$ cat config.mk
export PLATFORM = sky130hd
export DESIGN_NAME = oaht_cell
export DESIGN_NICKNAME = d
export VERILOG_FILES = /design/src/rtl/core/open_addressing_hash_table_assert.svh /design/src/rtl/core/oaht_pkg.sv /design/src/rtl/core/oaht_cell.sv
export SDC_FILE = /design/constraint.sdc
export NUM_CORES = 1
export LEC_CHECK = 0
export BUFFER_PORTS_ARGS = -buffer_cell sky130_fd_sc_hd__buf_4
export CORE_MARGIN = 2
export CORE_UTILIZATION = 44
export CTS_CLUSTER_DIAMETER = 150
export DETAILED_ROUTE_END_ITERATION = 16
export PLACE_DENSITY = 0.78
export SLEW_MARGIN = 20
export SYNTH_ARGS = -nofsm -noshare
export SYNTH_HDL_FRONTEND = slang
export SYNTH_SLANG_ARGS = --single-unit
$ cat constraint.sdc
create_clock -name aclk -period 3.81 [get_ports aclk]
set_clock_uncertainty 0.15 [all_clocks]
set_input_delay 0.762 -clock aclk [delete_from_list [all_inputs] [get_ports aclk]]
set_output_delay 0.762 -clock aclk [all_outputs]
set_load 0.01 [all_outputs]
$ cat src/rtl/core/open_addressing_hash_table_assert.svh
// Assertion macros for the open addressing hash table.
// Used by the top level; expands to nothing when SYNTHESIS is defined.
`ifndef OPEN_ADDRESSING_HASH_TABLE_ASSERT_SVH
`define OPEN_ADDRESSING_HASH_TABLE_ASSERT_SVH
`ifndef SYNTHESIS
`define OAHT_ASSERT(label, clk, rstn, prop) \
    label: assert property (@(posedge clk) disable iff (!(rstn)) (prop)) \
        else $error("oaht assertion failed");
`define OAHT_ASSERT_NR(label, clk, prop) \
    label: assert property (@(posedge clk) (prop)) \
        else $error("oaht assertion failed");
`else
`define OAHT_ASSERT(label, clk, rstn, prop)
`define OAHT_ASSERT_NR(label, clk, prop)
`endif
`endif

$ cat src/rtl/core/oaht_pkg.sv
// Shared types and constants of the open addressing hash table.
// No dependencies.
`default_nettype none
package oaht_pkg;
    localparam int SLOTS_DEF      = 64;
    localparam int KEY_BITS_DEF   = 32;
    localparam int VALUE_BITS_DEF = 32;

    localparam logic [1:0] KIND_LOOKUP = 2'd0;
    localparam logic [1:0] KIND_INSERT = 2'd1;
    localparam logic [1:0] KIND_REMOVE = 2'd2;

    localparam logic [1:0] ST_DONE    = 2'd0;
    localparam logic [1:0] ST_ABSENT  = 2'd1;
    localparam logic [1:0] ST_PRESENT = 2'd2;
    localparam logic [1:0] ST_FULL    = 2'd3;

    typedef enum logic [1:0] {
        S_IDLE,
        S_HOME,
        S_WALK,
        S_FINISH
    } oaht_state_t;

    typedef struct packed {
        logic valid;
        logic found;
        logic free_hi;
        logic free_lo;
    } oaht_tok_t;

    typedef struct packed {
        logic wr_set;
        logic wr_clr;
    } oaht_cmd_t;
endpackage
`default_nettype wire

$ cat src/rtl/core/oaht_cell.sv
// One slot of the table plus one stage of the search token chain.
// Depends on oaht_pkg for the token and write command types.
`default_nettype none
module oaht_cell #(
    parameter int IDX        = 0,
    parameter int IDX_W      = 6,
    parameter int KEY_BITS   = oaht_pkg::KEY_BITS_DEF,
    parameter int VALUE_BITS = oaht_pkg::VALUE_BITS_DEF
) (
    input  wire logic                  aclk,
    input  wire logic                  aresetn,
    input  wire logic [KEY_BITS-1:0]   req_key,
    input  wire logic [IDX_W-1:0]      req_home,
    input  wire oaht_pkg::oaht_tok_t   tok_in,
    input  wire logic [IDX_W-1:0]      fidx_in,
    input  wire logic [VALUE_BITS-1:0] fval_in,
    input  wire logic [IDX_W-1:0]      hidx_in,
    input  wire logic [IDX_W-1:0]      lidx_in,
    output oaht_pkg::oaht_tok_t        tok_out,
    output logic [IDX_W-1:0]           fidx_out,
    output logic [VALUE_BITS-1:0]      fval_out,
    output logic [IDX_W-1:0]           hidx_out,
    output logic [IDX_W-1:0]           lidx_out,
    input  wire oaht_pkg::oaht_cmd_t   cmd,
    input  wire logic [IDX_W-1:0]      cmd_idx,
    input  wire logic [KEY_BITS-1:0]   cmd_key,
    input  wire logic [VALUE_BITS-1:0] cmd_value
);
    localparam logic [IDX_W-1:0] MY_IDX = IDX_W'(IDX);

    logic                  used_reg;
    logic [KEY_BITS-1:0]   key_reg;
    logic [VALUE_BITS-1:0] value_reg;
    oaht_pkg::oaht_tok_t   tok_reg, tok_next;
    logic [IDX_W-1:0]      fidx_reg, fidx_next;
    logic [VALUE_BITS-1:0] fval_reg, fval_next;
    logic [IDX_W-1:0]      hidx_reg, hidx_next;
    logic [IDX_W-1:0]      lidx_reg, lidx_next;
    logic                  mine;
    logic                  match;
    logic                  take_hi;
    logic                  take_lo;

    assign mine    = (cmd_idx == MY_IDX);
    assign match   = used_reg && (key_reg == req_key);
    assign take_hi = !tok_in.free_hi && !used_reg && (MY_IDX >= req_home);
    assign take_lo = !tok_in.free_lo && !used_reg;

    always_comb begin
        tok_next.valid   = tok_in.valid;
        tok_next.found   = tok_in.found | match;
        tok_next.free_hi = tok_in.free_hi | take_hi;
        tok_next.free_lo = tok_in.free_lo | take_lo;
        fidx_next        = match ? MY_IDX : fidx_in;
        fval_next        = match ? value_reg : fval_in;
        hidx_next        = take_hi ? MY_IDX : hidx_in;
        lidx_next        = take_lo ? MY_IDX : lidx_in;
    end

    always_ff @(posedge aclk) begin
        if (!aresetn) begin
            used_reg <= 1'b0;
            tok_reg  <= '0;
        end else begin
            tok_reg <= tok_next;
            if (cmd.wr_set && mine) begin
                used_reg <= 1'b1;
            end else if (cmd.wr_clr && mine) begin
                used_reg <= 1'b0;
            end
        end
    end

    always_ff @(posedge aclk) begin
        fidx_reg <= fidx_next;
        fval_reg <= fval_next;
        hidx_reg <= hidx_next;
        lidx_reg <= lidx_next;
        if (cmd.wr_set && mine) begin
            key_reg   <= cmd_key;
            value_reg <= cmd_value;
        end
    end

    assign tok_out  = tok_reg;
    assign fidx_out = fidx_reg;
    assign fval_out = fval_reg;
    assign hidx_out = hidx_reg;
    assign lidx_out = lidx_reg;
endmodule
`default_nettype wire
# --- After elaboration in Yosys (flattened, before gate mapping) ---
# Cells that the tools add are included.
totals:
  register_bits: 119
  inputBits: 166
  output_inout_bits: 54
  wordCells: 30
op_classes:
  order_cmp: 1
  eq_ne: 1
  mux: 3
  n_bitwise: 3
  reduce_logical: 11
ops:
  columns: ["cell", "count"]
  rows:
  - ["$eq A32 B32 Y1", 1]
  - ["$mux W32", 1]
  - ["$ge A1 B6 Y1 const A", 1]
  - ["$logic_and A1 B1 Y1", 6]
  - ["$logic_not A6 Y1", 1]
  - ["$logic_not A1 Y1", 3]
  - ["$or A1 B1 Y1", 3]
  - ["$mux W1", 2]
  - ["$reduce_bool A2 Y1", 1]

# --- Depth between registers and ports, before layout ---
# Gate-level depths: netlist (run 1).
depth:
  ltp_word: 4
  ltp_mapped: 7
  ltp_nobuf: 5

# --- Worst setup path before layout (run 1) ---
# Ideal clock, no wire load.
synth_timing:
  kind: "input -> register"
  from: "input port cmd_idx[3]"
  to: "register key_reg[0] (enable)"
  setup_ns: 0.430
  arrival_time_ns: 3.007
  t_required_ns: 3.230
  setup_slack_ns: 0.224
  stages: 3
  path_buffers: 0
  path_cell_list: "or4_1 -> nor3_1 -> and2_1"
synth_via:
  elab_chain_len: 2
synth_lines:
  columns: ["item", "line", "text"]
  rows:
  - ["from (decl)", "oaht_cell.sv:25", "input wire logic [IDX_W-1:0] cmd_idx,"]
  - ["$logic_not A6 Y1", "oaht_cell.sv:44", "assign mine = (cmd_idx == MY_IDX);"]
  - ["$logic_and A1 B1 Y1", "oaht_cell.sv:79", "if (cmd.wr_set && mine) begin"]
  - ["to (signal assigned)", "oaht_cell.sv:80", "key_reg <= cmd_key;"]
  - ["to (decl)", "oaht_cell.sv:32", "logic [KEY_BITS-1:0] key_reg;"]
# No other way between the ends.
# A chain may end at the register's enable or synchronous reset.

# --- Worst setup path in the final report (run 1) ---
layout_timing:
  from: "input port cmd_idx[3]"
  to: "register key_reg[17] (enable)"
# The elaborated chain is that of the path after synthesis.

==> results of run 1 <==
[synthesized netlist by cell type]
| master | instances | area share (%) |
|---|---|---|
| inv_1 | 2 | 0.19 |
| dfxtp_1 | 55 | 28 |
| mux2_2 | 29 | 8.2 |
| nor2b_1 | 8 | 1.3 |
| xor2_1 | 8 | 1.8 |
| nand4_1 | 6 | 0.94 |
| xnor2_1 | 24 | 5.3 |
| nand2_1 | 3 | 0.28 |
| nor4_1 | 5 | 0.79 |
| or4_1 | 1 | 0.19 |
| a21boi_0 | 2 | 0.38 |
| buf_2 | 3 | 0.38 |
| edfxtp_1 | 64 | 48 |
| a21oi_1 | 2 | 0.25 |
| buf_6 | 1 | 0.28 |
| nor3_1 | 2 | 0.25 |
| and2_1 | 14 | 2.2 |
| nor2_1 | 1 | 0.094 |
| nand3_1 | 1 | 0.13 |
| mux2_4 | 3 | 1.1 |
[power by group]
group	internal [mW]	switching [mW]
Clock	0.974	0.573
Sequential	1.39	0.0107
Combinational	0.173	0.0726
Total	2.53	0.656
[routing by layer]
layer	part of all wire, %	vias up	GRT usage, %	wire (um)
li1	-	1315	-	-
met3	11	14	7.87	1010
met1	36	1269	22.0	3440
met4	1.9	0	6.85	182
met5	0	-	0	0
met2	51	164	33.8	4850
[kinds of logic (layout without fill, tap and decap cells)]
| group | count (synthesis) | after routing | share of synthesized area [%] |
|---|---|---|---|
| multiplexers | 32 | 32 | 9.34 |
| buffers and inverters | 6 | 255 | 0.849 |
| flip-flops | 119 | 119 | 76.0 |
| AND/OR/NAND/NOR | 41 | 41 | 6.13 |
| XOR/XNOR | 32 | 32 | 7.05 |
| AO/OA/AOI/OAI | 4 | 4 | 0.629 |
[area by class of cell]
| class | count | area (um2) | share of cell area (%) |
|---|---|---|---|
| Clock inverter | 13 | 145 | 2.29 |
| Sequential cell | 119 | 3020 | 47.6 |
| Tap cell | 108 | 135 | 2.13 |
| Inverter | 2 | 7.51 | 0.118 |
| Multi-Input combinational cell | 109 | 922 | 14.5 |
| Timing Repair Buffer | 221 | 1670 | 26.3 |
| Clock buffer | 19 | 443 | 6.98 |
[cells in the final DEF (no fill, tap or decap)]
master      netlist  routed
a21boi_0          2       2
a21oi_1           2       2
and2_1           14      13
and2_2            0       1
buf_12            0       1
buf_4             0     220
bufinv_16         0       2
clkbuf_1          0       1
clkbuf_16         0      17
clkbuf_8          0       1
clkinv_2          0       2
clkinv_4          0       4
clkinvlp_4        0       3
dfxtp_1          55      55
edfxtp_1         64      64
inv_1             2       2
inv_6             0       2
mux2_2           29      29
mux2_4            3       3
nand2_1           3       3
nand3_1           1       1
nand4_1           6       6
nor2_1            1       1
nor2b_1           8       8
nor3_1            2       2
nor4_1            5       5
or4_1             1       1
xnor2_1          24      24
xor2_1            8       8
[stage by stage]
step	std cells	power [mW]	util [%]
floorplan	234	1.48	-
global placement	559	1.66	65.7
detailed placement	559	1.67	65.7
CTS	591	3.22	72.4
global route	591	3.30	72.4
finish	591	3.19	72.4
[worst max path at each step]
| stage | start | to | slack (ns) | cells past startpoint |
|---|---|---|---|---|
| 4_1_cts | cmd_idx[3] | value_reg[27] | 1.41 | 5 |
| 6_report | cmd_idx[3] | key_reg[17] | 1.42 | 5 |
| 2_1_floorplan | cmd_idx[3] | key_reg[0] | 0.22 | 3 |
| 5_1_grt | cmd_idx[3] | key_reg[27] | 1.30 | 5 |
| 3_3_place_gp | cmd_idx[3] | key_reg[28] | 0.90 | 5 |
| 3_5_place_dp | cmd_idx[3] | value_reg[14] | 0.88 | 5 |
==> results.md, run 1 <==
- Status: completed
- Die Span Y: 99.1 um
- Worst Hold End: key_reg[10]
- Gr usage total: 19.6%
- Root Buffer: clkbuf_8
- Vias in the first global route: 2,922
- Pwr/cell area: 502 mW/mm2
- Static Leak: 2.70 nW
- CP required: 3.84 ns
- DRC errors left: 0
- RSZ-0062 raised after global routing: no
- Fin crit share: 62.6%
- Grt ovf: 0
- Final WL: 9490 um
- First-pass GRT wire length: 14,400 um
- Core Region: 0.00876 mm2
- Crit-path cells: buf_4, or4_1, nor3_1, and2_2, buf_12
- Mapped Area: 0.00398 mm2
- Sink Count: 119
- FF-to-FF path depth: 6
- CTS Hold Bufs: 0
- Num ports: 220
- Fin. Hold Viols: 0
- Final nets: 636
- Slowest CP cell: or4_1
- Antenna violations before repair: 0
- Crit start category: primary input
- Post-Syn Nets: 400
- Critical R2R Capture: fval_out[30]
- TritonCTS Buffers: 17
- Area growth syn-to-layout: 59.6%
- Placed Area: 0.00576 mm2
- Row count: 34
- Worst setup EP type: flip-flop
- Post-Syn Instances: 234
- Slowest stage delay, CP: 0.52 ns
- CTS H-tree depth: 4
- Post-CTS setup buffers: 0
- Share of layout cells above drive strength 1: 59.0%
- Number of fill cells: 618
- Maximum clock path buffer count: 2
- Finished Cell Area: 0.00635 mm2
- Post-cts resize count: 0
- Worst-Skew Late Latency: 0.50 ns
- DP HPWL: 7060 um
- Setup TNS: 0 ns
- WHS: 0.288 ns
- Die width: 99.1 um
- Crit-path max FO: 47
- Starting Density: 45.4%
- GP Congestion: 0.764
- VDD IR max: 0.000389 V
- Largest net degree at the start of global routing: 48
- DRT Pass-1 Iters: 4
- Routed length per instance: 16.1 um
- Pre-CTS WS: 0.882 ns
- Slew @ Worst Pin: 0.496 ns
- Mean Syn Cell Area: 17.0 um2
- CP arrival: 2.41 ns
- Crit path time final: 2.39 ns
- Seq cells post-synth: 119
- CTS clk-pin slew, worst paths: 0.06 ns
- Setup Crit Path Kind: primary input to flip-flop
- Setup violations, final: 0
- Iter 0 DRT Violations: 80
- IO Port Bufs: 219
- Routed vias: 2,762
- Die area: 0.00982 mm2
- Share of the yosys chip area belonging to registers: 76.0%
- HP Class: primary input to flip-flop
- Worst Hold Path Cells: 1
- MaxCap Viol Count: 0
- Final-report max-slew violation count: 0
- Setup ws final: 1.42 ns
- Post-route ant nets: 0
- Worst r2r src: key_reg[28]
- Unique masters post-synth: 20
- CTS tree: done
- Vias per cell: 4.67
- R2R setup slack: 1.59 ns
- Inserted Diodes: 0
- CP delay by family, top: simple AND/OR/NAND/NOR gates
- Buf/Inv on CP: 2
- Ys Warns: 0
- Rel. slew slack: 67.0%
- Worst hold start: cmd_key[10]
- F_max: 0.419 GHz
Note: power is estimated with default switching activity, not from simulation.
==> run 2: changes to the inputs <==
clock period = 2.34 ns   (was 3.81 ns; I/O delays follow)
==> results.md, run 2 (same netlist as run 1, synthesis figures left out) <==
- F_max: 0.451 GHz
- Crit path capture: fval_out[28] (was key_reg[17])
- Vias in the first global route: 3,400 (was 2,922)
- Crit-path cells: xnor2_1, nand4_1, nor4_2, nand4_1, buf_4, buf_12, mux2_4 (was buf_4, or4_1, nor3_1, and2_2, buf_12)
- Seq. cell area: 0.00302 mm2 (unchanged)
- TritonCTS Buffers: 17 (unchanged)
- Finished Cell Area: 0.00707 mm2 (was 0.00635 mm2)
- Iter 0 DRT Violations: 78 (was 80)
- Gr busiest metal: met2 (unchanged)
- Area growth syn-to-layout: 77.6% (was 59.6%)
- CP delay by family, top: simple AND/OR/NAND/NOR gates (unchanged)
- Crit-path max FO: 38 (was 47)
- Placed Area: 0.00581 mm2 (was 0.00576 mm2)
- VDD IR max: 0.000697 V (was 0.000389 V)
- Post-route ant nets: 0 (unchanged)
- Die width: 99.1 um (unchanged)
- Number of fill cells: 490 (was 618)
- Final nets: 707 (was 636)
- Routed length per instance: 16.4 um (was 16.1 um)
- DRT Pass-1 Iters: 6 (was 4)
- Vias per cell: 4.68 (was 4.67)
- Die Span Y: 99.1 um (unchanged)
- Sequential share of power: 43.7% (was 43.8%)
- Row count: 34 (unchanged)
- Antenna violations before repair: 0 (unchanged)
- DP HPWL: 7060 um (about the same)
- MaxCap Viol Count: 0 (unchanged)
- CTS clk-pin slew, worst paths: 0.06 ns (about the same)
- Inserted Diodes: 0 (unchanged)
- Worst setup EP type: flip-flop (unchanged)
- Worst path depth: 7 (was 5)
- Status: completed (unchanged)
- CP arrival: 2.45 ns (was 2.41 ns)
- Maximum clock path buffer count: 2 (unchanged)
- Slew @ Worst Pin: 0.519 ns (was 0.496 ns)
- Switching pwr: 1.04 mW (was 0.656 mW)
- Largest net degree at the start of global routing: 39 (was 48)
- Area of the multi-input gates: 930 um2 (was 922 um2)
- Worst hold start: hidx_in[1] (was cmd_key[10])
- GP Congestion: 0.764 (about the same)
- Setup TNS: 0 ns (unchanged)
- Crit start category: flip-flop (was primary input)
- CTS H-tree depth: 4 (unchanged)
- Placed Cells: 562 (was 559)
- Slowest stage delay, CP: 0.40 ns (was 0.52 ns)
- Crit-path most repeated cell: nand4_1
- Slowest CP cell: nor4_2 (was or4_1)
- Critical R2R Capture: fval_out[28] (was fval_out[30])
- Gate power share: 9.7% (was 7.7%)
- RSZ-0062 raised after global routing: no (unchanged)
- CTS tree: done (unchanged)
- Root Buffer: clkbuf_8 (unchanged)
- Fin crit share: 94.8%
- Worst Hold Path Cells: 2 (was 1)
- GR Layer Usage met2: 42.5% (was 33.8%)
- Final-report max-slew violation count: 0 (unchanged)
- Met3 usage: 7.23% (was 7.87%)
- CP required: 2.57 ns (was 3.84 ns)
- Buf/Inv on CP: 2 (unchanged)
- Power Internal: 4.16 mW (was 2.53 mW)
- Final cell count without fillers: 662 (was 591)
- Setup violations, final: 0 (unchanged)
- Commonest non-fill, non-tap cell in the layout: buf_4 (unchanged)
- Fin. Hold Viols: 0 (unchanged)
- R2R setup slack: 0.12 ns (was 1.59 ns)
- Rel. slew slack: 65.1% (was 67.0%)
- Most frequent cells in the layout: buf_4 (222), dlygate4sd3_1 (67), edfxtp_1 (64) (was buf_4 (220), edfxtp_1 (64), dfxtp_1 (55))
- HP Class: primary input to flip-flop (unchanged)
- Sink Count: 119 (unchanged)
- Pwr/cell area: 737 mW/mm2 (was 502 mW/mm2)
- Gr usage total: 22.7% (was 19.6%)
- Switching Fraction: 20.0% (was 20.6%)
- Final WL: 10,900 um (was 9490 um)
- FF-to-FF path depth: 7 (was 6)
- Starting Density: 45.4% (unchanged)
- Start point of the critical path: key_reg[10] (was cmd_idx[3])
- Routed vias: 3,098 (was 2,762)
- Clock group share of total power: 46.6% (was 48.5%)
- First-pass GRT wire length: 16,600 um (was 14,400 um)
- Setup Crit Path Kind: flip-flop to flip-flop (was primary input to flip-flop)
- Worst r2r src: key_reg[10] (was key_reg[28])
- DRC errors left: 0 (unchanged)
- IO Port Bufs: 219 (unchanged)
- Share of layout cells above drive strength 1: 52.5% (was 59.0%)
- Crit path time final: 2.22 ns
- Die area: 0.00982 mm2 (unchanged)
- Core Region: 0.00876 mm2 (unchanged)
- Finished Core Util: 80.6% (was 72.4%)
- Worst-Skew Late Latency: 0.49 ns (was 0.50 ns)
- Grt ovf: 0 (unchanged)
- Static Leak: 3.02 nW (was 2.70 nW)
- Met1 usage: 22.9% (was 22.0%)
- Num ports: 220 (unchanged)
## run 2: power groups by stage
stage	Combinational [mW]	Clock [mW]	Sequential, mW
3_5_place_dp	0.401	0	2.32
2_1_floorplan	0.0700	0	2.34
4_1_cts	0.497	2.48	2.27
5_1_grt	0.536	2.58	2.28
6_report	0.502	2.43	2.28
3_3_place_gp	0.392	0	2.32
## run 2: per-stage QoR
stage	power, mW	hold WS [ns]	setup slack (ns)
2_1_floorplan	2.41	0.299	0.0653
3_3_place_gp	2.71	0.303	0.0415
3_5_place_dp	2.72	0.307	0.0624
4_1_cts	5.25	0.0000426	0.0709
5_1_grt	5.40	0.000367	0.0271
6_report	5.21	0.0234	0.121
## run 2: final cells by class
type	count	share of cell area [%]
timing repair buffer	292	33.9
clock inverter	11	1.31
inverter	2	0.106
sequential	119	42.8
clock buffer	21	6.80
tap	108	1.91
multi-input combinational	109	13.2
## run 2: worst min-delay path by stage
stage / end
after global routing: hidx_out[1]
after CTS: hidx_out[3]
after floorplan: fval_out[0]
after detailed placement: fval_out[4]
after global placement: fval_out[5]
final: hidx_out[1]
## run 2: what timing repair did
| action | 4_1_cts | 5_1_grt |
|---|---|---|
| resized for setup | 0 | 1 |
| endpoints found under the hold margin | 67 | 0 |
| buffers inserted | 0 | 1 |
| setup endpoints to repair | 0 | 39 |
| hold buffers | 67 | 0 |
## run 2: worst register-to-register path, cell delays in order (launching register included)
cell and delay, ns:
edfxtp_1 0.39, xnor2_1 0.17, nand4_1 0.15, nor4_2 0.40, nand4_1 0.15, buf_4 0.19
buf_12 0.17, mux2_4 0.34
## run 2: layer usage
layer  share of wire (%)  vias to the layer above
li1                    -                     1456
met1                  34                     1435
met2                  54                      182
met3                 9.1                       25
met4                 2.5                        0
met5                   0                        -
==> run 3: changes to the inputs <==
clock period = 2.3 ns   (was 2.34 ns; I/O delays follow)
==> results.md, run 3 (same netlist as run 1, synthesis figures left out) <==
- Status: completed (unchanged)
- Die Span Y: 99.1 um (unchanged)
- Switching pwr: 1.08 mW (was 1.04 mW)
- VDD IR max: 0.000666 V (was 0.000697 V)
- Static Leak: 3.07 nW (was 3.02 nW)
- HP Class: primary input to flip-flop (unchanged)
- First-pass GRT wire length: 16,600 um (about the same)
- Number of fill cells: 478 (was 490)
- Starting Density: 45.4% (unchanged)
- WHS: 0.0236 ns (was 0.0234 ns)
- CP required: 2.53 ns (was 2.57 ns)
- Most frequent cells in the layout: buf_4 (222), dlygate4sd3_1 (72), edfxtp_1 (64) (was buf_4 (222), dlygate4sd3_1 (67), edfxtp_1 (64))
- Finished Core Util: 81.8% (was 80.6%)
- Die area: 0.00982 mm2 (unchanged)
- Fin. Hold Viols: 0 (unchanged)
- F_max: 0.457 GHz (was 0.451 GHz)
- TritonCTS Buffers: 17 (unchanged)
- Final nets: 713 (was 707)
- Pwr/cell area: 758 mW/mm2 (was 737 mW/mm2)
- Gate power share: 9.6% (was 9.7%)
- Gr usage total: 22.7% (about the same)
- Vias per cell: 4.70 (was 4.68)
- Grt ovf: 0 (unchanged)
- DRT Pass-1 Iters: 4 (was 6)
- Rel. slew slack: 70.3% (was 65.1%)
- Worst setup EP type: flip-flop (unchanged)
- Crit start category: flip-flop (unchanged)
- Switching Fraction: 19.9% (was 20.0%)
- Die width: 99.1 um (unchanged)
- Share of layout cells above drive strength 1: 52.3% (was 52.5%)
- Antenna violations before repair: 0 (unchanged)
- CTS tree: done (unchanged)
- Inserted Diodes: 0 (unchanged)
- Setup violations, final: 0 (unchanged)
- IO Port Bufs: 219 (unchanged)
- Slew @ Worst Pin: 0.442 ns (was 0.519 ns)
- Num ports: 220 (unchanged)
- GP Congestion: 0.764 (unchanged)
- Commonest non-fill, non-tap cell in the layout: buf_4 (unchanged)
- Fin crit share: 95.2% (was 94.8%)
- DRC errors left: 0 (unchanged)
- Core Region: 0.00876 mm2 (unchanged)
- Setup TNS: 0 ns (unchanged)
- Sequential share of power: 42.6% (was 43.7%)
- Worst-Skew Late Latency: 0.50 ns (was 0.49 ns)
- Root Buffer: clkbuf_8 (unchanged)
- Vias in the first global route: 3,354 (was 3,400)
- Setup Crit Path Kind: flip-flop to flip-flop (unchanged)
- Routed length per instance: 17.0 um (was 16.4 um)
- MaxCap Viol Count: 0 (unchanged)
- CTS clk-pin slew, worst paths: 0.05 ns (was 0.06 ns)
- Row count: 34 (unchanged)
- CTS H-tree depth: 4 (unchanged)
- Clock group share of total power: 47.8% (was 46.6%)
- Final Power: 5.43 mW (was 5.21 mW)
- Final-report max-slew violation count: 0 (unchanged)
- Final WL: 11,400 um (was 10,900 um)
- Iter 0 DRT Violations: 74 (was 78)
- RSZ-0062 raised after global routing: no (unchanged)
- Post-route ant nets: 0 (unchanged)
- Crit path time final: 2.19 ns (was 2.22 ns)
- Maximum clock path buffer count: 2 (unchanged)
- Routed vias: 3,141 (was 3,098)
- Area growth syn-to-layout: 80.2% (was 77.6%)
- Sink Count: 119 (unchanged)
- DP HPWL: 7060 um (about the same)
- Power Internal: 4.35 mW (was 4.16 mW)
- Largest net degree at the start of global routing: 39 (unchanged)
- CP arrival: 2.42 ns (was 2.45 ns)
- Crit-path max FO: 19 (was 38)
==> run 3: cell types whose count changed in the layout (fill, tap and decap cells not counted), sizes merged <==
cell,change
dlygate4sd3,+5
bufinv,+1
clkbuf,+1
clkinv,-1
clkinvlp,-1
inv,+1
==> run 3: power groups by stage <==
| stage | Clock (mW) | Combinational [mW] | Sequential [mW] |
|---|---|---|---|
| floorplan | 0 | 0.0712 | 2.38 |
| global placement | 0 | 0.399 | 2.36 |
| detailed placement | 0 | 0.407 | 2.36 |
| CTS | 2.62 | 0.511 | 2.31 |
| global route | 2.74 | 0.553 | 2.32 |
| finish | 2.59 | 0.522 | 2.32 |
==> run 3: final timing paths <==
path	cells after the start	slack (ns)	endpoint	startpoint
worst max register to register	7	0.11	fval_out[16]	key_reg[19]
worst min-delay path	2	0.02	hidx_out[4]	hidx_in[4]
worst max-delay path	7	0.11	fval_out[16]	key_reg[19]
worst min register to register	1	0.32	fval_out[20]	value_reg[20]
==> run 3: through the flow <==
| stage | std cells | area, um2 | setup slack, ns |
|---|---|---|---|
| after floorplan | 234 | 3980 | 0.0333 |
| after global placement | 562 | 5810 | 0.00955 |
| final | 668 | 7170 | 0.110 |
| after detailed placement | 562 | 5810 | 0.0296 |
| after global routing | 668 | 7170 | 0.0694 |
| after CTS | 665 | 7110 | 0.0229 |
==> run 3: cell type report <==
| type | count | area, um2 | area share (%) |
|---|---|---|---|
| timing repair buffer | 298 | 2470 | 34.5 |
| tap | 108 | 135 | 1.88 |
| clock inverter | 11 | 115 | 1.61 |
| sequential | 119 | 3020 | 42.2 |
| clock buffer | 21 | 480 | 6.70 |
| inverter | 2 | 7.51 | 0.105 |
| multi-input combinational | 109 | 936 | 13.1 |
==> run 3: layer usage <==
layer / global-route usage [%] / wire (um)
met2: 40.9 / 6050
met3: 7.73 / 1080
met5: 0 / 0
met1: 24.2 / 4000
met4: 9.38 / 247
==> run 3: what timing repair did <==
action | in CTS | in global routing
endpoints found under the setup margin | 0 | 39
hold buffers | 71 | 1
hold endpoints to repair | 71 | 1
gates resized for setup | 0 | 2
setup buffers | 0 | 1
==> run 3: critical path, stage by stage (launching register included) <==
cell and delay (ns):
edfxtp_1 0.39, xnor2_1 0.24, nand4_1 0.16, nor4_2 0.34, nand4_1 0.13, buf_4 0.19, clkbuf_16 0.19, mux2_2 0.28
